### config.mk
export PLATFORM = sky130hd
export DESIGN_NAME = round_robin_thread_scheduler
export DESIGN_NICKNAME = d
export VERILOG_FILES = /design/src/design/rrts_pkg.sv /design/src/design/round_robin_thread_scheduler.sv /design/src/design/rrts_ram.sv /design/src/design/rrts_ctrl.sv /design/src/design/rrts_dpath.sv
export SDC_FILE = /design/constraint.sdc
export NUM_CORES = 2
export LEC_CHECK = 0
export BUFFER_PORTS_ARGS = -buffer_cell sky130_fd_sc_hd__buf_4
export CORE_MARGIN = 2
export CORE_UTILIZATION = 50
export CTS_CLUSTER_DIAMETER = 80
export CTS_CLUSTER_SIZE = 12
export DETAILED_ROUTE_END_ITERATION = 12
export PLACE_DENSITY = 0.69
export SLEW_MARGIN = 40
export SYNTH_ARGS = -nofsm -noshare
export SYNTH_HDL_FRONTEND = slang
export SYNTH_SLANG_ARGS = --single-unit
### constraint.sdc
create_clock -name clk_i -period 6.7 [get_ports clk_i]
set_clock_uncertainty 0.2 [all_clocks]
set_input_delay 0.67 -clock clk_i [delete_from_list [all_inputs] [get_ports clk_i]]
set_output_delay 0.67 -clock clk_i [all_outputs]
set_load 0.02 [all_outputs]
### src/design/rrts_pkg.sv
// ----------------------------------------------------------------------------
// Round-robin thread scheduler package
// Shared constants, codes and controller/datapath interface types.
// ----------------------------------------------------------------------------
package rrts_pkg;

  localparam int unsigned THREAD_SLOTS_DEF = 16;
  localparam int unsigned RT_W = 31;

  localparam logic [31:0] FRAME_BYTES = 32'd64;

  localparam logic [31:0] STACK_TOP_RST  = 32'h0001_6000;
  localparam logic [16:0] STACK_SIZE_RST = 17'h0_1000;
  localparam logic [31:0] IDLE_TOP_RST   = 32'h0000_5000;
  localparam logic [15:0] TICK_RST       = 16'd1;

  typedef enum logic [1:0] {
    REG_STACK_TOP,
    REG_STACK_SIZE,
    REG_IDLE_TOP,
    REG_TICK_PERIOD
  } cfg_reg_e;

  typedef enum logic [2:0] {
    OP_CREATE,
    OP_DELETE,
    OP_SLEEP,
    OP_WAKE,
    OP_BLOCK,
    OP_TICK,
    OP_SWITCH
  } op_e;

  typedef enum logic [2:0] {
    T_READY,
    T_RUNNING,
    T_TERMINATED,
    T_SLEEPING,
    T_BLOCKED
  } tstate_e;

  typedef enum logic [1:0] {
    STAT_DONE,
    STAT_NOFREE,
    STAT_NOCHANGE
  } status_e;

  typedef enum logic [3:0] {
    S_IDLE,
    S_START,
    S_FIND,
    S_SW_NONE,
    S_CALC,
    S_CREATE,
    S_SP_READ,
    S_TICK_RD,
    S_TICK_WR,
    S_DONE
  } ctl_state_e;

  typedef enum logic [4:0] {
    CMD_NONE,
    CMD_LOAD,
    CMD_SIMPLE,
    CMD_NOCHANGE,
    CMD_WALK_INIT,
    CMD_TICK_INIT,
    CMD_STEP,
    CMD_CREATE_ZERO,
    CMD_CREATE_HIT,
    CMD_NOFREE,
    CMD_SW_HIT,
    CMD_SW_NONE,
    CMD_CALC,
    CMD_CREATE_WR,
    CMD_SP_CAPTURE,
    CMD_TICK_WR,
    CMD_EMIT
  } cmd_e;

  typedef struct packed {
    cmd_e cmd;
    logic use_idx;
  } ctl_t;

  typedef struct packed {
    logic is_create;
    logic is_switch;
    logic is_tick;
    logic live_zero;
    logic walk_done;
    logic walk_last;
    logic hit;
    logic out_free;
  } sts_t;

endpackage

### src/design/round_robin_thread_scheduler.sv
// ----------------------------------------------------------------------------
// Round-robin thread scheduler
// Each word is one scheduler operation and returns exactly one result word.
// Sleep, wake, delete, block and unknown operations go from acceptance through
// the start and done states to a result in the output register. Create and
// switch walk the thread table one slot per cycle; tick reads the remaining
// time of every slot from the timer RAM, whose read data is registered, and
// writes the updated time back for blocked slots, in a read state and a write
// state per slot.
// A new word is accepted once the previous one has reached the output
// register, even if that result has not yet been taken.
// ----------------------------------------------------------------------------
module round_robin_thread_scheduler #(
  parameter int unsigned ThreadSlots = rrts_pkg::THREAD_SLOTS_DEF
) (
  input  logic        clk_i,
  input  logic        rst_ni,
  input  logic        cfg_we_i,
  input  logic [1:0]  cfg_idx_i,
  input  logic [31:0] cfg_data_i,
  input  logic        in_valid_i,
  output logic        in_ready_o,
  input  logic [2:0]  in_op_i,
  input  logic [3:0]  in_target_thread_i,
  input  logic [31:0] in_saved_sp_i,
  input  logic [30:0] in_wait_time_i,
  output logic        out_valid_o,
  input  logic        out_ready_i,
  output logic [1:0]  out_status_o,
  output logic [3:0]  out_slot_o,
  output logic        out_load_sp_o,
  output logic [31:0] out_new_sp_o,
  output logic        out_has_current_o
);

  rrts_pkg::ctl_t ctl;
  rrts_pkg::sts_t sts;

  rrts_ctrl u_ctrl (
    .clk_i     (clk_i),
    .rst_ni    (rst_ni),
    .in_valid_i(in_valid_i),
    .in_ready_o(in_ready_o),
    .sts_i     (sts),
    .ctl_o     (ctl)
  );

  rrts_dpath #(.ThreadSlots(ThreadSlots)) u_dpath (
    .clk_i             (clk_i),
    .rst_ni            (rst_ni),
    .cfg_we_i          (cfg_we_i),
    .cfg_idx_i         (cfg_idx_i),
    .cfg_data_i        (cfg_data_i),
    .in_op_i           (in_op_i),
    .in_target_thread_i(in_target_thread_i),
    .in_saved_sp_i     (in_saved_sp_i),
    .in_wait_time_i    (in_wait_time_i),
    .ctl_i             (ctl),
    .sts_o             (sts),
    .out_ready_i       (out_ready_i),
    .out_valid_o       (out_valid_o),
    .out_status_o      (out_status_o),
    .out_slot_o        (out_slot_o),
    .out_load_sp_o     (out_load_sp_o),
    .out_new_sp_o      (out_new_sp_o),
    .out_has_current_o (out_has_current_o)
  );

`ifndef SYNTHESIS
  assert property (@(posedge clk_i) disable iff (!rst_ni)
    (in_valid_i && in_ready_o) |=> !in_ready_o)
    else $error("scheduler accepted a word while busy");

  assert property (@(posedge clk_i) disable iff (!rst_ni)
    (out_valid_o && out_load_sp_o) |-> (out_status_o == rrts_pkg::STAT_DONE))
    else $error("stack load without a completed operation");

  assert property (@(posedge clk_i) disable iff (!rst_ni)
    (out_valid_o && (out_status_o != rrts_pkg::STAT_DONE)) |->
    ((out_slot_o == 4'd0) && (out_new_sp_o == 32'd0)))
    else $error("failed operation returned slot or stack data");

  assert property (@(posedge clk_i) disable iff (!rst_ni)
    (ctl.cmd == rrts_pkg::CMD_EMIT) |=> out_valid_o)
    else $error("result lost at hand-off");
`endif

endmodule

### src/design/rrts_ram.sv
// ----------------------------------------------------------------------------
// Generic RAM
// One write port and one read port with registered read data.
// ----------------------------------------------------------------------------
module rrts_ram #(
  parameter int unsigned Width = 32,
  parameter int unsigned Depth = 16
) (
  input  logic                     clk_i,
  input  logic                     we_i,
  input  logic [$clog2(Depth)-1:0] waddr_i,
  input  logic [Width-1:0]         wdata_i,
  input  logic [$clog2(Depth)-1:0] raddr_i,
  output logic [Width-1:0]         rdata_o
);

  logic [Width-1:0] mem_q [Depth];
  logic [Width-1:0] rdata_q;

  always_ff @(posedge clk_i) begin
    if (we_i) begin
      mem_q[waddr_i] <= wdata_i;
    end
    rdata_q <= mem_q[raddr_i];
  end

  assign rdata_o = rdata_q;

endmodule

### src/design/rrts_ctrl.sv
// ----------------------------------------------------------------------------
// Scheduler controller
// Sequences one word through decode, table walks, writes and result hand-off.
// ----------------------------------------------------------------------------
module rrts_ctrl (
  input  logic          clk_i,
  input  logic          rst_ni,
  input  logic          in_valid_i,
  output logic          in_ready_o,
  input  rrts_pkg::sts_t sts_i,
  output rrts_pkg::ctl_t ctl_o
);

  rrts_pkg::ctl_state_e state_q, state_d;

  always_ff @(posedge clk_i or negedge rst_ni) begin
    if (!rst_ni) begin
      state_q <= rrts_pkg::S_IDLE;
    end else begin
      state_q <= state_d;
    end
  end

  always_comb begin
    state_d       = state_q;
    ctl_o.cmd     = rrts_pkg::CMD_NONE;
    ctl_o.use_idx = 1'b0;
    in_ready_o    = 1'b0;
    case (state_q)
      rrts_pkg::S_IDLE: begin
        in_ready_o = 1'b1;
        if (in_valid_i) begin
          ctl_o.cmd = rrts_pkg::CMD_LOAD;
          state_d   = rrts_pkg::S_START;
        end
      end
      rrts_pkg::S_START: begin
        if (sts_i.is_create) begin
          if (sts_i.live_zero) begin
            ctl_o.cmd = rrts_pkg::CMD_CREATE_ZERO;
            state_d   = rrts_pkg::S_CALC;
          end else begin
            ctl_o.cmd = rrts_pkg::CMD_WALK_INIT;
            state_d   = rrts_pkg::S_FIND;
          end
        end else if (sts_i.is_switch) begin
          if (sts_i.live_zero) begin
            ctl_o.cmd = rrts_pkg::CMD_NOCHANGE;
            state_d   = rrts_pkg::S_DONE;
          end else begin
            ctl_o.cmd = rrts_pkg::CMD_WALK_INIT;
            state_d   = rrts_pkg::S_FIND;
          end
        end else if (sts_i.is_tick) begin
          if (sts_i.live_zero) begin
            ctl_o.cmd = rrts_pkg::CMD_NOCHANGE;
            state_d   = rrts_pkg::S_DONE;
          end else begin
            ctl_o.cmd = rrts_pkg::CMD_TICK_INIT;
            state_d   = rrts_pkg::S_TICK_RD;
          end
        end else begin
          ctl_o.cmd = rrts_pkg::CMD_SIMPLE;
          state_d   = rrts_pkg::S_DONE;
        end
      end
      rrts_pkg::S_FIND: begin
        ctl_o.use_idx = 1'b1;
        if (sts_i.walk_done) begin
          if (sts_i.is_create) begin
            ctl_o.cmd = rrts_pkg::CMD_NOFREE;
            state_d   = rrts_pkg::S_DONE;
          end else begin
            state_d = rrts_pkg::S_SW_NONE;
          end
        end else if (sts_i.hit) begin
          if (sts_i.is_create) begin
            ctl_o.cmd = rrts_pkg::CMD_CREATE_HIT;
            state_d   = rrts_pkg::S_CALC;
          end else begin
            ctl_o.cmd = rrts_pkg::CMD_SW_HIT;
            state_d   = rrts_pkg::S_SP_READ;
          end
        end else begin
          ctl_o.cmd = rrts_pkg::CMD_STEP;
        end
      end
      rrts_pkg::S_SW_NONE: begin
        ctl_o.cmd = rrts_pkg::CMD_SW_NONE;
        state_d   = rrts_pkg::S_DONE;
      end
      rrts_pkg::S_CALC: begin
        ctl_o.cmd = rrts_pkg::CMD_CALC;
        state_d   = rrts_pkg::S_CREATE;
      end
      rrts_pkg::S_CREATE: begin
        ctl_o.cmd = rrts_pkg::CMD_CREATE_WR;
        state_d   = rrts_pkg::S_DONE;
      end
      rrts_pkg::S_SP_READ: begin
        ctl_o.cmd = rrts_pkg::CMD_SP_CAPTURE;
        state_d   = rrts_pkg::S_DONE;
      end
      rrts_pkg::S_TICK_RD: begin
        state_d = rrts_pkg::S_TICK_WR;
      end
      rrts_pkg::S_TICK_WR: begin
        ctl_o.use_idx = 1'b1;
        ctl_o.cmd     = rrts_pkg::CMD_TICK_WR;
        state_d       = sts_i.walk_last ? rrts_pkg::S_DONE : rrts_pkg::S_TICK_RD;
      end
      rrts_pkg::S_DONE: begin
        if (sts_i.out_free) begin
          ctl_o.cmd = rrts_pkg::CMD_EMIT;
          state_d   = rrts_pkg::S_IDLE;
        end
      end
      default: begin
        state_d = rrts_pkg::S_IDLE;
      end
    endcase
  end

endmodule

### src/design/rrts_dpath.sv
// ----------------------------------------------------------------------------
// Scheduler datapath
// Thread table, stack and timer RAMs, configuration and result registers.
// ----------------------------------------------------------------------------
module rrts_dpath #(
  parameter int unsigned ThreadSlots = rrts_pkg::THREAD_SLOTS_DEF
) (
  input  logic           clk_i,
  input  logic           rst_ni,
  input  logic           cfg_we_i,
  input  logic [1:0]     cfg_idx_i,
  input  logic [31:0]    cfg_data_i,
  input  logic [2:0]     in_op_i,
  input  logic [3:0]     in_target_thread_i,
  input  logic [31:0]    in_saved_sp_i,
  input  logic [30:0]    in_wait_time_i,
  input  rrts_pkg::ctl_t ctl_i,
  output rrts_pkg::sts_t sts_o,
  input  logic           out_ready_i,
  output logic           out_valid_o,
  output logic [1:0]     out_status_o,
  output logic [3:0]     out_slot_o,
  output logic           out_load_sp_o,
  output logic [31:0]    out_new_sp_o,
  output logic           out_has_current_o
);

  localparam int unsigned SlotW = $clog2(ThreadSlots);
  localparam int unsigned CntW  = $clog2(ThreadSlots + 1);
  localparam int unsigned ProdW = SlotW + 17;
  localparam int unsigned RtW   = rrts_pkg::RT_W;

  logic [31:0] top_q, top_d, idle_q, idle_d;
  logic [16:0] size_q, size_d;
  logic [15:0] period_q, period_d;

  rrts_pkg::tstate_e tstate_q [ThreadSlots];
  logic                 st_we;
  logic [SlotW-1:0]     st_waddr;
  rrts_pkg::tstate_e    st_wdata;

  logic [SlotW-1:0] cur_q, cur_d, idx_q, idx_d, fslot_q, fslot_d;
  logic             cur_valid_q, cur_valid_d;
  logic [CntW-1:0]  live_q, live_d, cnt_q, cnt_d;
  logic             out_valid_q, out_valid_d;

  logic [2:0]       op_q, op_d;
  logic [3:0]       target_q, target_d;
  logic [31:0]      saved_q, saved_d;
  logic [RtW-1:0]   btime_q, btime_d;
  logic [ProdW-1:0] prod_q, prod_d;

  rrts_pkg::status_e res_status_q, res_status_d;
  logic [SlotW-1:0]  res_slot_q, res_slot_d;
  logic              res_load_q, res_load_d;
  logic [31:0]       res_sp_q, res_sp_d;

  logic [1:0]  out_status_q, out_status_d;
  logic [3:0]  out_slot_q, out_slot_d;
  logic        out_load_q, out_load_d;
  logic [31:0] out_sp_q, out_sp_d;
  logic        out_cur_q, out_cur_d;

  logic             sp_we, rt_we;
  logic [SlotW-1:0] sp_waddr, rt_waddr;
  logic [31:0]      sp_wdata, sp_rdata, create_sp;
  logic [RtW-1:0]   rt_wdata, rt_rdata;

  logic              tgt_in_range, is_target_op, cur_live;
  logic [SlotW-1:0]  tgt_idx, rd_addr, idx_inc, cur_inc;
  rrts_pkg::tstate_e st_rd;

  rrts_ram #(.Width(32), .Depth(ThreadSlots)) u_sp_ram (
    .clk_i  (clk_i),
    .we_i   (sp_we),
    .waddr_i(sp_waddr),
    .wdata_i(sp_wdata),
    .raddr_i(idx_q),
    .rdata_o(sp_rdata)
  );

  rrts_ram #(.Width(RtW), .Depth(ThreadSlots)) u_rt_ram (
    .clk_i  (clk_i),
    .we_i   (rt_we),
    .waddr_i(rt_waddr),
    .wdata_i(rt_wdata),
    .raddr_i(idx_q),
    .rdata_o(rt_rdata)
  );

  always_comb begin
    tgt_in_range = 32'(target_q) < 32'(ThreadSlots);
    tgt_idx      = tgt_in_range ? SlotW'(target_q) : '0;
    is_target_op = (op_q == rrts_pkg::OP_SLEEP) || (op_q == rrts_pkg::OP_WAKE);
    if (ctl_i.use_idx) begin
      rd_addr = idx_q;
    end else if (is_target_op) begin
      rd_addr = tgt_idx;
    end else begin
      rd_addr = cur_q;
    end
    st_rd    = tstate_q[rd_addr];
    cur_live = cur_valid_q && (st_rd != rrts_pkg::T_TERMINATED);
    idx_inc  = (idx_q == SlotW'(ThreadSlots - 1)) ? '0 : idx_q + SlotW'(1);
    cur_inc  = (cur_q == SlotW'(ThreadSlots - 1)) ? '0 : cur_q + SlotW'(1);
    create_sp = top_q - 32'(prod_q) - rrts_pkg::FRAME_BYTES;
  end

  always_comb begin
    sts_o.is_create = op_q == rrts_pkg::OP_CREATE;
    sts_o.is_switch = op_q == rrts_pkg::OP_SWITCH;
    sts_o.is_tick   = op_q == rrts_pkg::OP_TICK;
    sts_o.live_zero = live_q == '0;
    sts_o.walk_done = cnt_q == '0;
    sts_o.walk_last = cnt_q == CntW'(1);
    sts_o.hit       = (op_q == rrts_pkg::OP_CREATE) ? (st_rd == rrts_pkg::T_TERMINATED)
                    : ((st_rd == rrts_pkg::T_READY) || (st_rd == rrts_pkg::T_RUNNING));
    sts_o.out_free  = !out_valid_q || out_ready_i;
  end

  always_comb begin
    top_d        = top_q;
    size_d       = size_q;
    idle_d       = idle_q;
    period_d     = period_q;
    cur_d        = cur_q;
    cur_valid_d  = cur_valid_q;
    live_d       = live_q;
    idx_d        = idx_q;
    cnt_d        = cnt_q;
    fslot_d      = fslot_q;
    prod_d       = prod_q;
    op_d         = op_q;
    target_d     = target_q;
    saved_d      = saved_q;
    btime_d      = btime_q;
    res_status_d = res_status_q;
    res_slot_d   = res_slot_q;
    res_load_d   = res_load_q;
    res_sp_d     = res_sp_q;
    out_status_d = out_status_q;
    out_slot_d   = out_slot_q;
    out_load_d   = out_load_q;
    out_sp_d     = out_sp_q;
    out_cur_d    = out_cur_q;
    out_valid_d  = out_valid_q && !out_ready_i;
    st_we        = 1'b0;
    st_waddr     = cur_q;
    st_wdata     = rrts_pkg::T_TERMINATED;
    sp_we        = 1'b0;
    sp_waddr     = cur_q;
    sp_wdata     = saved_q;
    rt_we        = 1'b0;
    rt_waddr     = cur_q;
    rt_wdata     = btime_q;

    if (cfg_we_i) begin
      case (rrts_pkg::cfg_reg_e'(cfg_idx_i))
        rrts_pkg::REG_STACK_TOP:   top_d    = cfg_data_i;
        rrts_pkg::REG_STACK_SIZE:  size_d   = cfg_data_i[16:0];
        rrts_pkg::REG_IDLE_TOP:    idle_d   = cfg_data_i;
        rrts_pkg::REG_TICK_PERIOD: period_d = cfg_data_i[15:0];
        default: ;
      endcase
    end

    case (ctl_i.cmd)
      rrts_pkg::CMD_LOAD: begin
        op_d         = in_op_i;
        target_d     = in_target_thread_i;
        saved_d      = in_saved_sp_i;
        btime_d      = in_wait_time_i;
        res_status_d = rrts_pkg::STAT_NOCHANGE;
        res_slot_d   = '0;
        res_load_d   = 1'b0;
        res_sp_d     = '0;
      end
      rrts_pkg::CMD_SIMPLE: begin
        case (op_q)
          rrts_pkg::OP_DELETE: begin
            if (cur_live) begin
              st_we        = 1'b1;
              st_wdata     = rrts_pkg::T_TERMINATED;
              if (live_q != '0) begin
                live_d = live_q - CntW'(1);
              end
              if (live_q <= CntW'(1)) begin
                cur_valid_d = 1'b0;
              end
              res_slot_d   = cur_q;
              res_load_d   = 1'b1;
              res_sp_d     = idle_q;
              res_status_d = rrts_pkg::STAT_DONE;
            end
          end
          rrts_pkg::OP_SLEEP, rrts_pkg::OP_WAKE: begin
            if (tgt_in_range && (st_rd != rrts_pkg::T_TERMINATED)) begin
              st_we        = 1'b1;
              st_waddr     = tgt_idx;
              st_wdata     = (op_q == rrts_pkg::OP_SLEEP) ? rrts_pkg::T_SLEEPING
                                                         : rrts_pkg::T_RUNNING;
              res_status_d = rrts_pkg::STAT_DONE;
            end
          end
          rrts_pkg::OP_BLOCK: begin
            if (cur_live) begin
              st_we        = 1'b1;
              st_wdata     = rrts_pkg::T_BLOCKED;
              rt_we        = 1'b1;
              res_status_d = rrts_pkg::STAT_DONE;
            end
          end
          default: ;
        endcase
      end
      rrts_pkg::CMD_WALK_INIT: begin
        if (cur_valid_q) begin
          idx_d = cur_inc;
          cnt_d = CntW'(ThreadSlots - 1);
        end else begin
          idx_d = '0;
          cnt_d = CntW'(ThreadSlots);
        end
      end
      rrts_pkg::CMD_TICK_INIT: begin
        idx_d        = '0;
        cnt_d        = CntW'(ThreadSlots);
        res_status_d = rrts_pkg::STAT_DONE;
      end
      rrts_pkg::CMD_STEP: begin
        idx_d = idx_inc;
        cnt_d = cnt_q - CntW'(1);
      end
      rrts_pkg::CMD_CREATE_ZERO: begin
        fslot_d = '0;
      end
      rrts_pkg::CMD_CREATE_HIT: begin
        fslot_d = idx_q;
      end
      rrts_pkg::CMD_NOFREE: begin
        res_status_d = rrts_pkg::STAT_NOFREE;
      end
      rrts_pkg::CMD_SW_HIT: begin
        sp_we = cur_valid_q;
        if (st_rd == rrts_pkg::T_READY) begin
          st_we    = 1'b1;
          st_waddr = idx_q;
          st_wdata = rrts_pkg::T_RUNNING;
        end
        cur_d        = idx_q;
        cur_valid_d  = 1'b1;
        res_slot_d   = idx_q;
        res_load_d   = 1'b1;
        res_status_d = rrts_pkg::STAT_DONE;
      end
      rrts_pkg::CMD_SW_NONE: begin
        if (cur_valid_q && ((st_rd == rrts_pkg::T_SLEEPING) ||
                            (st_rd == rrts_pkg::T_BLOCKED))) begin
          sp_we        = 1'b1;
          cur_valid_d  = 1'b0;
          res_load_d   = 1'b1;
          res_sp_d     = idle_q - rrts_pkg::FRAME_BYTES;
          res_status_d = rrts_pkg::STAT_DONE;
        end
      end
      rrts_pkg::CMD_CALC: begin
        prod_d = ProdW'(fslot_q) * ProdW'(size_q);
      end
      rrts_pkg::CMD_CREATE_WR: begin
        st_we        = 1'b1;
        st_waddr     = fslot_q;
        st_wdata     = rrts_pkg::T_READY;
        rt_we        = 1'b1;
        rt_waddr     = fslot_q;
        rt_wdata     = '0;
        sp_we        = 1'b1;
        sp_waddr     = fslot_q;
        sp_wdata     = create_sp;
        live_d       = live_q + CntW'(1);
        res_slot_d   = fslot_q;
        res_sp_d     = create_sp;
        res_status_d = rrts_pkg::STAT_DONE;
      end
      rrts_pkg::CMD_SP_CAPTURE: begin
        res_sp_d = sp_rdata;
      end
      rrts_pkg::CMD_TICK_WR: begin
        if (st_rd == rrts_pkg::T_BLOCKED) begin
          rt_we    = 1'b1;
          rt_waddr = idx_q;
          if (rt_rdata <= RtW'(period_q)) begin
            st_we    = 1'b1;
            st_waddr = idx_q;
            st_wdata = rrts_pkg::T_RUNNING;
            rt_wdata = '0;
          end else begin
            rt_wdata = rt_rdata - RtW'(period_q);
          end
        end
        idx_d = idx_inc;
        cnt_d = cnt_q - CntW'(1);
      end
      rrts_pkg::CMD_EMIT: begin
        out_valid_d  = 1'b1;
        out_status_d = res_status_q;
        out_slot_d   = 4'(res_slot_q);
        out_load_d   = res_load_q;
        out_sp_d     = res_sp_q;
        out_cur_d    = cur_valid_q;
      end
      default: ;
    endcase
  end

  always_ff @(posedge clk_i or negedge rst_ni) begin
    if (!rst_ni) begin
      top_q       <= rrts_pkg::STACK_TOP_RST;
      size_q      <= rrts_pkg::STACK_SIZE_RST;
      idle_q      <= rrts_pkg::IDLE_TOP_RST;
      period_q    <= rrts_pkg::TICK_RST;
      for (int i = 0; i < ThreadSlots; i++) begin
        tstate_q[i] <= rrts_pkg::T_TERMINATED;
      end
      cur_q       <= '0;
      cur_valid_q <= 1'b0;
      live_q      <= '0;
      idx_q       <= '0;
      cnt_q       <= '0;
      out_valid_q <= 1'b0;
    end else begin
      top_q       <= top_d;
      size_q      <= size_d;
      idle_q      <= idle_d;
      period_q    <= period_d;
      if (st_we) begin
        tstate_q[st_waddr] <= st_wdata;
      end
      cur_q       <= cur_d;
      cur_valid_q <= cur_valid_d;
      live_q      <= live_d;
      idx_q       <= idx_d;
      cnt_q       <= cnt_d;
      out_valid_q <= out_valid_d;
    end
  end

  always_ff @(posedge clk_i) begin
    fslot_q      <= fslot_d;
    prod_q       <= prod_d;
    op_q         <= op_d;
    target_q     <= target_d;
    saved_q      <= saved_d;
    btime_q      <= btime_d;
    res_status_q <= res_status_d;
    res_slot_q   <= res_slot_d;
    res_load_q   <= res_load_d;
    res_sp_q     <= res_sp_d;
    out_status_q <= out_status_d;
    out_slot_q   <= out_slot_d;
    out_load_q   <= out_load_d;
    out_sp_q     <= out_sp_d;
    out_cur_q    <= out_cur_d;
  end

  assign out_valid_o       = out_valid_q;
  assign out_status_o      = out_status_q;
  assign out_slot_o        = out_slot_q;
  assign out_load_sp_o     = out_load_q;
  assign out_new_sp_o      = out_sp_q;
  assign out_has_current_o = out_cur_q;

endmodule

Word-level counts from Yosys, hierarchy flattened
Memory sizes are Yosys's and may differ from the RTL's. A register that Yosys moved wholly into a read port is not among the register bits.
Index checks and enable logic that the tools add are counted.
{"block": "classes", "bitwise_logic": 2, "div": 0, "magnitude_cmp": 5, "mul": 1, "add_sub_neg": 9, "shifts": 0, "muxes": 108, "eq_ne": 52, "n_reduce_logical": 42}
{"cell": "one-hot mux 32 bit (5 select lines)", "n": 1}
{"cell": "two-way mux 32 bit", "n": 4}
{"cell": "two-way mux 4 bit", "n": 26}
{"cell": "subtractor 32 x 7 -> 32 bit (second input constant)", "n": 2}
{"cell": "two-way mux 31 bit", "n": 2}
{"cell": "one-hot mux 31 bit (2 select lines)", "n": 1}
{"cell": "bitwise mux 48 bit", "n": 1}
{"cell": "two-way mux 5 bit", "n": 9}
{"cell": "one-hot mux 5 bit (9 select lines)", "n": 1}
{"cell": "equality test 5 x 4 -> 1 bit (second input constant)", "n": 8}
{"cell": "one-hot mux 4 bit (4 select lines)", "n": 2}
{"cell": "one-hot mux 4 bit (8 select lines)", "n": 1}
{"cell": "subtractor 32 x 21 -> 32 bit", "n": 1}
{"cell": "<= comparator 31 x 16 -> 1 bit", "n": 1}
{"cell": "subtractor 31 x 16 -> 31 bit", "n": 1}
{"cell": "two-way mux 3 bit", "n": 10}
{"cell": "two-way mux 1 bit", "n": 24}
{"cell": "multiplier 4 x 17 -> 21 bit", "n": 1}
{"cell": "equality test 5 x 3 -> 1 bit (second input constant)", "n": 4}
{"cell": "two-way mux 2 bit", "n": 9}
{"cell": "equality test 4 x 3 -> 1 bit (second input constant)", "n": 4}
{"cell": "equality test 4 bit (second input constant)", "n": 4}
{"cell": "one-hot mux 4 bit (2 select lines)", "n": 2}
{"cell": "one-hot mux 5 bit (3 select lines)", "n": 1}
{"cell": "49 further kinds", "n": 99}
{"block": "word_totals", "latch_bits": 0, "output_inout_bits": 42, "inputBits": 109, "elab_cells": 263, "mem_count": 2, "register_bits": 343, "romBits": 0, "ram_bits": 1008}
{"name": "u_dpath.u_sp_ram.mem_q", "words": 16, "width": 32, "rd": 1, "rd_clocked_by_memory_dff": 1, "write_ports": 1, "line": "rrts_ram.sv:17", "rtl": "logic [Width-1:0] mem_q [Depth];"}
{"name": "u_dpath.u_rt_ram.mem_q", "words": 16, "width": 31, "rd": 1, "rd_clocked_by_memory_dff": 1, "write_ports": 1, "line": "rrts_ram.sv:17"}

Depth between registers and ports, before layout
{"block": "depth", "ltp_word": 22, "mapped_depth": 20, "depth_no_buf": 19}

Cells and area by module
Synthesis repeated with hierarchy kept, for this count alone.
{"block": "unflattened", "cells_unflattened": 3576, "area_unflattened_um2": 59281.9}
{"module": "rrts_ram at u_dpath.u_sp_ram", "cells_per_inst": 838, "seq_area_each_um2": 16015.4, "n_inst": 1, "area_each_um2": 19835.3}
{"module": "rrts_dpath", "cells_per_inst": 1841, "seq_area_each_um2": 9382.7, "n_inst": 1, "area_each_um2": 19611.3}
{"module": "rrts_ram at u_dpath.u_rt_ram", "cells_per_inst": 812, "seq_area_each_um2": 15514.9, "n_inst": 1, "area_each_um2": 19248.5}
{"module": "rrts_ctrl", "cells_per_inst": 85, "seq_area_each_um2": 100.1, "n_inst": 1, "area_each_um2": 586.8}

Least setup slack after synthesis
Ideal clock, no wire load.
{"block": "synth_timing", "path_kind": "register to register", "start": "register u_dpath.op_q[1]", "end": "memory u_dpath.u_sp_ram.mem_q[12][0], enable pin", "setup_ns": 0.421, "stages_incl_launch_ff": 18, "period_less_slack_ns": 5.663, "setup_slack_ns": 1.037, "n_path_buf": 4, "arrival_time_ns": 5.041, "t_required_ns": 6.079, "cell_sequence": "edfxtp_1 > buf_6 > nor2b_4 > buf_6 > mux2_1 > mux2_4 > buf_6 > buf_6 > mux2i_1 > a32o_1 > a211o_1 > and3_1 > a21boi_0 > nand2_1 > nor2_1 > a221oi_1 > o21bai_1 > nor2_1"}
{"block": "synth_via", "elab_chain_len": 18, "word_cells_on_any_way": 37, "cone_classes": "eq/ne (11); mux (19); bitwise (1); reduce/logical (6)"}
{"element": "start: declaration", "line": "rrts_dpath.sv:47", "rtl": "logic [2:0] op_q, op_d;"}
{"element": "start signal: assignment", "line": "rrts_dpath.sv:350", "rtl": "op_q <= op_d;"}
{"element": "equality test 3 x 2 -> 1 bit", "line": "rrts_dpath.sv:94", "rtl": "is_target_op = (op_q == rrts_pkg::OP_SLEEP) || (op_q == rrts_pkg::OP_WAKE);"}
{"element": "logical OR 1 bit", "line": "rrts_dpath.sv:94"}
{"element": "two-way mux 4 bit", "line": "rrts_dpath.sv:97", "rtl": "end else if (is_target_op) begin"}
{"element": "two-way mux 4 bit", "line": "rrts_dpath.sv:95", "rtl": "if (ctl_i.use_idx) begin"}
{"element": "inverter 4 -> 5 bit (not written as such)", "line": "rrts_dpath.sv:102", "rtl": "st_rd = tstate_q[rd_addr];"}
{"element": "binary-select mux 3 bit (select 4 bit)", "line": "rrts_dpath.sv:102"}
{"element": "two-way mux 3 bit (not written as such) (2 in a row)", "line": "rrts_dpath.sv:102"}
{"element": "equality test 3 x 1 -> 1 bit or zero test 3 bit (tied branches)", "line": "rrts_dpath.sv:117", "rtl": ": ((st_rd == rrts_pkg::T_READY) || (st_rd == rrts_pkg::T_RUNNING));"}
{"element": "logical OR 1 bit", "line": "rrts_dpath.sv:117"}
{"element": "two-way mux 1 bit", "line": "rrts_dpath.sv:116", "rtl": "sts_o.hit = (op_q == rrts_pkg::OP_CREATE) ? (st_rd == rrts_pkg::T_TERMINATED)"}
{"element": "two-way mux 5 bit", "line": "rrts_ctrl.sv:76", "rtl": "end else if (sts_i.hit) begin"}
{"element": "two-way mux 5 bit", "line": "rrts_ctrl.sv:69", "rtl": "if (sts_i.walk_done) begin"}
{"element": "one-hot mux 5 bit (9 select lines)", "line": "rrts_ctrl.sv:29", "rtl": "case (state_q)"}
{"element": "equality test 5 x 4 -> 1 bit", "line": "rrts_dpath.sv:167", "rtl": "case (ctl_i.cmd)"}
{"element": "one-hot mux 1 bit (3 select lines)", "line": "rrts_dpath.sv:167"}
{"element": "two-way mux 1 bit", "line": "rrts_ram.sv:21", "rtl": "if (we_i) begin"}
{"element": "two-way mux 1 bit (not written as such)", "line": "rrts_ram.sv:22", "rtl": "mem_q[waddr_i] <= wdata_i;"}
{"element": "end: declaration", "line": "rrts_ram.sv:17"}
Parallel ways exist; a longest one is shown, timed or not. The select of a mux whose other input is x is not followed.

Final worst setup path
{"block": "layout_timing", "start": "register u_ctrl.state_q[1]", "end": "memory u_dpath.u_rt_ram.mem_q[10][30] in the netlist's numbering, enable pin"}
{"block": "layout_via", "elab_chain_len": 18, "word_cells_on_any_way": 38, "cone_classes": "eq/ne (15); mux (17); bitwise (1); reduce/logical (5)"}
{"element": "start: declaration", "line": "rrts_ctrl.sv:14", "rtl": "rrts_pkg::ctl_state_e state_q, state_d;"}
{"element": "start signal: assignment", "line": "rrts_ctrl.sv:18", "rtl": "state_q <= rrts_pkg::S_IDLE;"}
{"element": "start signal: assignment", "line": "rrts_ctrl.sv:20", "rtl": "state_q <= state_d;"}
{"element": "equality test 4 x 2 -> 1 bit or equality test 4 bit (tied branches)", "line": "rrts_ctrl.sv:29"}
{"element": "OR reduction 2 bit (no line)"}
{"element": "two-way mux 1 bit", "line": "rrts_ctrl.sv:29"}
{"element": "two-way mux 4 bit", "line": "rrts_dpath.sv:95"}
{"element": "inverter 4 -> 5 bit (not written as such)", "line": "rrts_dpath.sv:102"}
{"element": "binary-select mux 3 bit (select 4 bit)", "line": "rrts_dpath.sv:102"}
{"element": "two-way mux 3 bit (not written as such) (2 in a row)", "line": "rrts_dpath.sv:102"}
{"element": "equality test 3 x 1 -> 1 bit or zero test 3 bit (tied branches)", "line": "rrts_dpath.sv:117"}
{"element": "logical OR 1 bit", "line": "rrts_dpath.sv:117"}
{"element": "two-way mux 1 bit", "line": "rrts_dpath.sv:116"}
{"element": "two-way mux 5 bit", "line": "rrts_ctrl.sv:76"}
{"element": "two-way mux 5 bit", "line": "rrts_ctrl.sv:69"}
{"element": "one-hot mux 5 bit (9 select lines)", "line": "rrts_ctrl.sv:29"}
{"element": "equality test 5 x 4 -> 1 bit or equality test 5 x 2 -> 1 bit (tied branches)", "line": "rrts_dpath.sv:167"}
{"element": "one-hot mux 1 bit (3 select lines)", "line": "rrts_dpath.sv:167"}
{"element": "two-way mux 1 bit", "line": "rrts_ram.sv:21"}
{"element": "two-way mux 1 bit (not written as such)", "line": "rrts_ram.sv:22"}
{"element": "end: declaration", "line": "rrts_ram.sv:17"}
Parallel ways exist; a longest one is shown, timed or not. The select of a mux whose other input is x is not followed.

==> flow_metrics.py <==
metrics = {
    "run_status": {
        "status": "completed",
    },
    "floorplan": {
        "dieWidth_um": 348,
        "fp.dieH_um": 348,
        "start_util": 0.503,
        "num_rows": 126,
        "dieArea_mm2": 0.121,
        "design.core.area_mm2": 0.118,
        "ioPinCount": 151,
    },
    "setup_path": {
        "crit_arrival_ns": 5.88,
        "r2r_cells": 14,
        "crit_fanout": 17,
        "rrSetupSlack_ns": 1.06,
        "reg2reg_to": "u_dpath.u_rt_ram.mem_q[10][30]$_DFFE_PP_",
        "critPathKind": "register to register",
        "endpoint_kind": "register",
        "required_ns": 6.94,
        "r2r-start": "u_ctrl.state_q[1]$_DFFE_PN0P_",
        "start_kind": "register",
    },
    "sta": {
        "final_hold_viol_count": 0,
        "finalSetupViolCount": 0,
        "fmax_ghz": 0.177,
        "slew_viol_final": 0,
        "rsz0062_at_grt": "no",
        "post-route-period-util": 0.842,
        "setup-tns-final_ns": 0,
        "worst_pin_slew_ns": 0.824,
        "slew_headroom": 0.451,
        "min_period_ns": 5.64,
    },
    "synth": {
        "yosys_warnings": 0,
        "yosysTopAreaCellShare": 0.600,
        "synth_area_mm2": 0.0591,
        "ys_types": 96,
        "synthesis.nets": 3598,
        "synth_area_leaders": "edfxtp_1, mux4_2, dfrtp_1",
        "synth-seq-area-share": 0.694,
        "synth_edf_count": 1182,
        "avgSynthCellArea_um2": 17.6,
        "async_reset_ff_frac": 0.120,
        "synth-main-ff-cell": "edfxtp_1",
        "synth_cells": 3366,
        "synth_area_leader_cell": "edfxtp_1",
        "ys_ff_latch": 1414,
    },
    "clock_network": {
        "hold_buffers": 96,
        "cts.htree.levels": 4,
        "clkLatencyLatePin_ns": 0.76,
        "root_buffer": "clkbuf_16",
        "postCtsSetupBuffers": 0,
        "tritoncts": "done",
        "clock_sinks": 1414,
        "cts_max_path_buffers": 3,
        "cts_resized": 0,
        "path_clk_slew_ns": 0.06,
        "cts_buffers": 136,
    },
    "placement": {
        "place.gp.congestion": 0.934,
        "io_buffers": 150,
        "hpwl_mm": 96.5,
    },
    "min_path": {
        "whs_endpoint": "u_dpath.size_q[3]$_DFFE_PN0P_",
        "min_path_cells": 2,
        "worstHoldStart": "cfg_data_i[3]",
        "holdCritPathClass": "input pin to register",
    },
    "final_layout": {
        "drive_gt1_frac": 0.262,
        "most-common-layout-cells": "edfxtp_1, mux4_2, nand2_1, buf_4, inv_1",
        "final_common_cell": "edfxtp_1",
        "area_growth_syn_to_layout_pct": 15.7,
        "layout.nets": 3966,
    },
    "routing": {
        "drt-pass1-iter-count": 6,
        "postRouteAntennaNets": 0,
        "drc": 0,
        "vias": 32600,
        "drt_iter0_markers": 3853,
        "wl_mm": 147,
        "post_drt_via_cell_ratio": 6.07,
        "wl_per_cell_um": 27.3,
    },
    "flow_run": {
        "max_cap_violations": 0,
    },
    "global_routing": {
        "grt_use_total": 0.245,
        "grt_pass1_wl_mm": 218,
        "grt_max_degree": 96,
        "grt.overflow.total": 0,
        "grt_pass1_vias": 32500,
        "antenna_found_initial": 6,
    },
    "power": {
        "ir_worst_vdd_uv": 299,
        "p_leak_nw": 23.8,
        "p_total_mw": 29.3,
        "powerDensity_mw_per_mm2": 428,
    },
}
-- cells by family after synthesis --
group           Yosys count  share of synthesized area
buf+inv                 292                     0.0193
mux                     482                      0.153
compound gates          385                     0.0449
xor+xnor                 79                     0.0117
fa+ha+maj               123                     0.0301
flops                  1414                      0.694
simple gates            591                     0.0472
-- power breakdown --
| part | internal (mW) | switching [mW] | leakage [nW] |
|---|---|---|---|
| Combinational | 4.14 | 5.86 | 8.65 |
| Clock | 3.90 | 3.22 | 1.92 |
| Sequential | 11.3 | 0.842 | 13.2 |
-- layout make-up --
cell class,instances,area [um2]
diodes,1,2.50
inverters,149,562
clock buffers,229,3800
flip-flops and latches,1414,41000
multi-input cells,1660,17300
well taps,1536,1920
repair buffers,373,3600
clock inverters,16,218
fillers,8646,49200
-- critical path, cell delays in order (launching register included) --
cell and delay, ns:
dfrtp_1 0.55, xor2_1 0.24, nand2_2 0.24, mux2i_4 0.47, mux4_1 0.62, mux2i_1 0.25
a211oi_4 0.14, a21oi_1 0.25, o21a_1 0.37, nand3_1 0.23, nor3_1 0.23, o21ai_0 0.21
or2_2 0.45, nor2_4 0.57, buf_4 0.28
-- synthesized netlist by cell type, types with 22 or more instances --
master / number
o21bai_1: 24
nor3_1: 47
dfrtp_1: 146
and2_1: 37
nand3_1: 28
dfstp_2: 23
mux4_2: 318
a21o_1: 22
clkbuf_1: 105
xnor2_1: 53
nand2_1: 248
o21ai_0: 107
mux2_2: 134
xor2_1: 26
nor2_1: 125
ha_1: 91
a21oi_1: 78
inv_1: 148
edfxtp_1: 1182
fa_1: 32
buf_1: 30
dfxtp_1: 63
-- layer usage --
metal / up-vias / share of wire / track usage
li1: 13900 / - / -
met1: 17100 / 0.42 / 0.356
met5: - / 0.000089 / 0
met2: 1459 / 0.48 / 0.388
met4: 2 / 0.018 / 0.0562
met3: 170 / 0.088 / 0.0481
-- registers in the layout, summed over array words and instances, names as in the netlist, 5 cells and up --
name / cells
u_dpath.u_rt_ram.mem_q: 496
u_dpath.tstate_q: 48
u_dpath.u_sp_ram.rdata_o: 32
u_dpath.prod_q: 21
u_dpath.u_sp_ram.mem_q: 512
u_dpath.res_sp_q: 32
u_dpath.cnt_q: 5
u_dpath.top_q: 32
u_dpath.u_rt_ram.rdata_o: 31
u_dpath.idle_q: 32
u_dpath.period_q: 16
u_dpath.out_new_sp_o: 32
u_dpath.btime_q: 31
u_dpath.size_q: 17
u_dpath.live_q: 5
u_dpath.saved_q: 32
-- metrics by stage --
stage	hold WS (ns)	setup WS [ns]	std cells	util	instance area [um2]
4_1_cts	0.00420	1.07	5375	0.581	68400
5_1_grt	0.0283	0.740	5377	0.582	68400
2_1_floorplan	0.174	1.04	3366	-	59100
3_3_place_gp	0.202	0.991	5003	0.533	62700
6_report	0.0521	1.06	5378	0.582	68400
3_5_place_dp	0.205	1.13	5034	0.539	63400
-- worst max path at each step --
stage	from	end	slack, ns	cells after the start
detailed placement	u_ctrl.state_q[1]$_DFFE_PN0P_	u_dpath.u_rt_ram.mem_q[5][6]$_DFFE_PP_	1.13	14
global placement	u_ctrl.state_q[1]$_DFFE_PN0P_	u_dpath.u_sp_ram.mem_q[12][25]$_DFFE_PP_	0.99	13
finish	u_ctrl.state_q[1]$_DFFE_PN0P_	u_dpath.u_rt_ram.mem_q[10][30]$_DFFE_PP_	1.06	14
floorplan	u_dpath.op_q[1]$_DFFE_PP_	u_dpath.u_sp_ram.mem_q[12][0]$_DFFE_PP_	1.04	17
CTS	u_ctrl.state_q[1]$_DFFE_PN0P_	u_dpath.u_sp_ram.mem_q[0][16]$_DFFE_PP_	1.07	15
global route	u_dpath.fslot_q[2]$_SDFFCE_PN0P_	u_dpath.prod_q[20]$_DFFE_PN_	0.74	18
(Power assumes the default switching activity.)
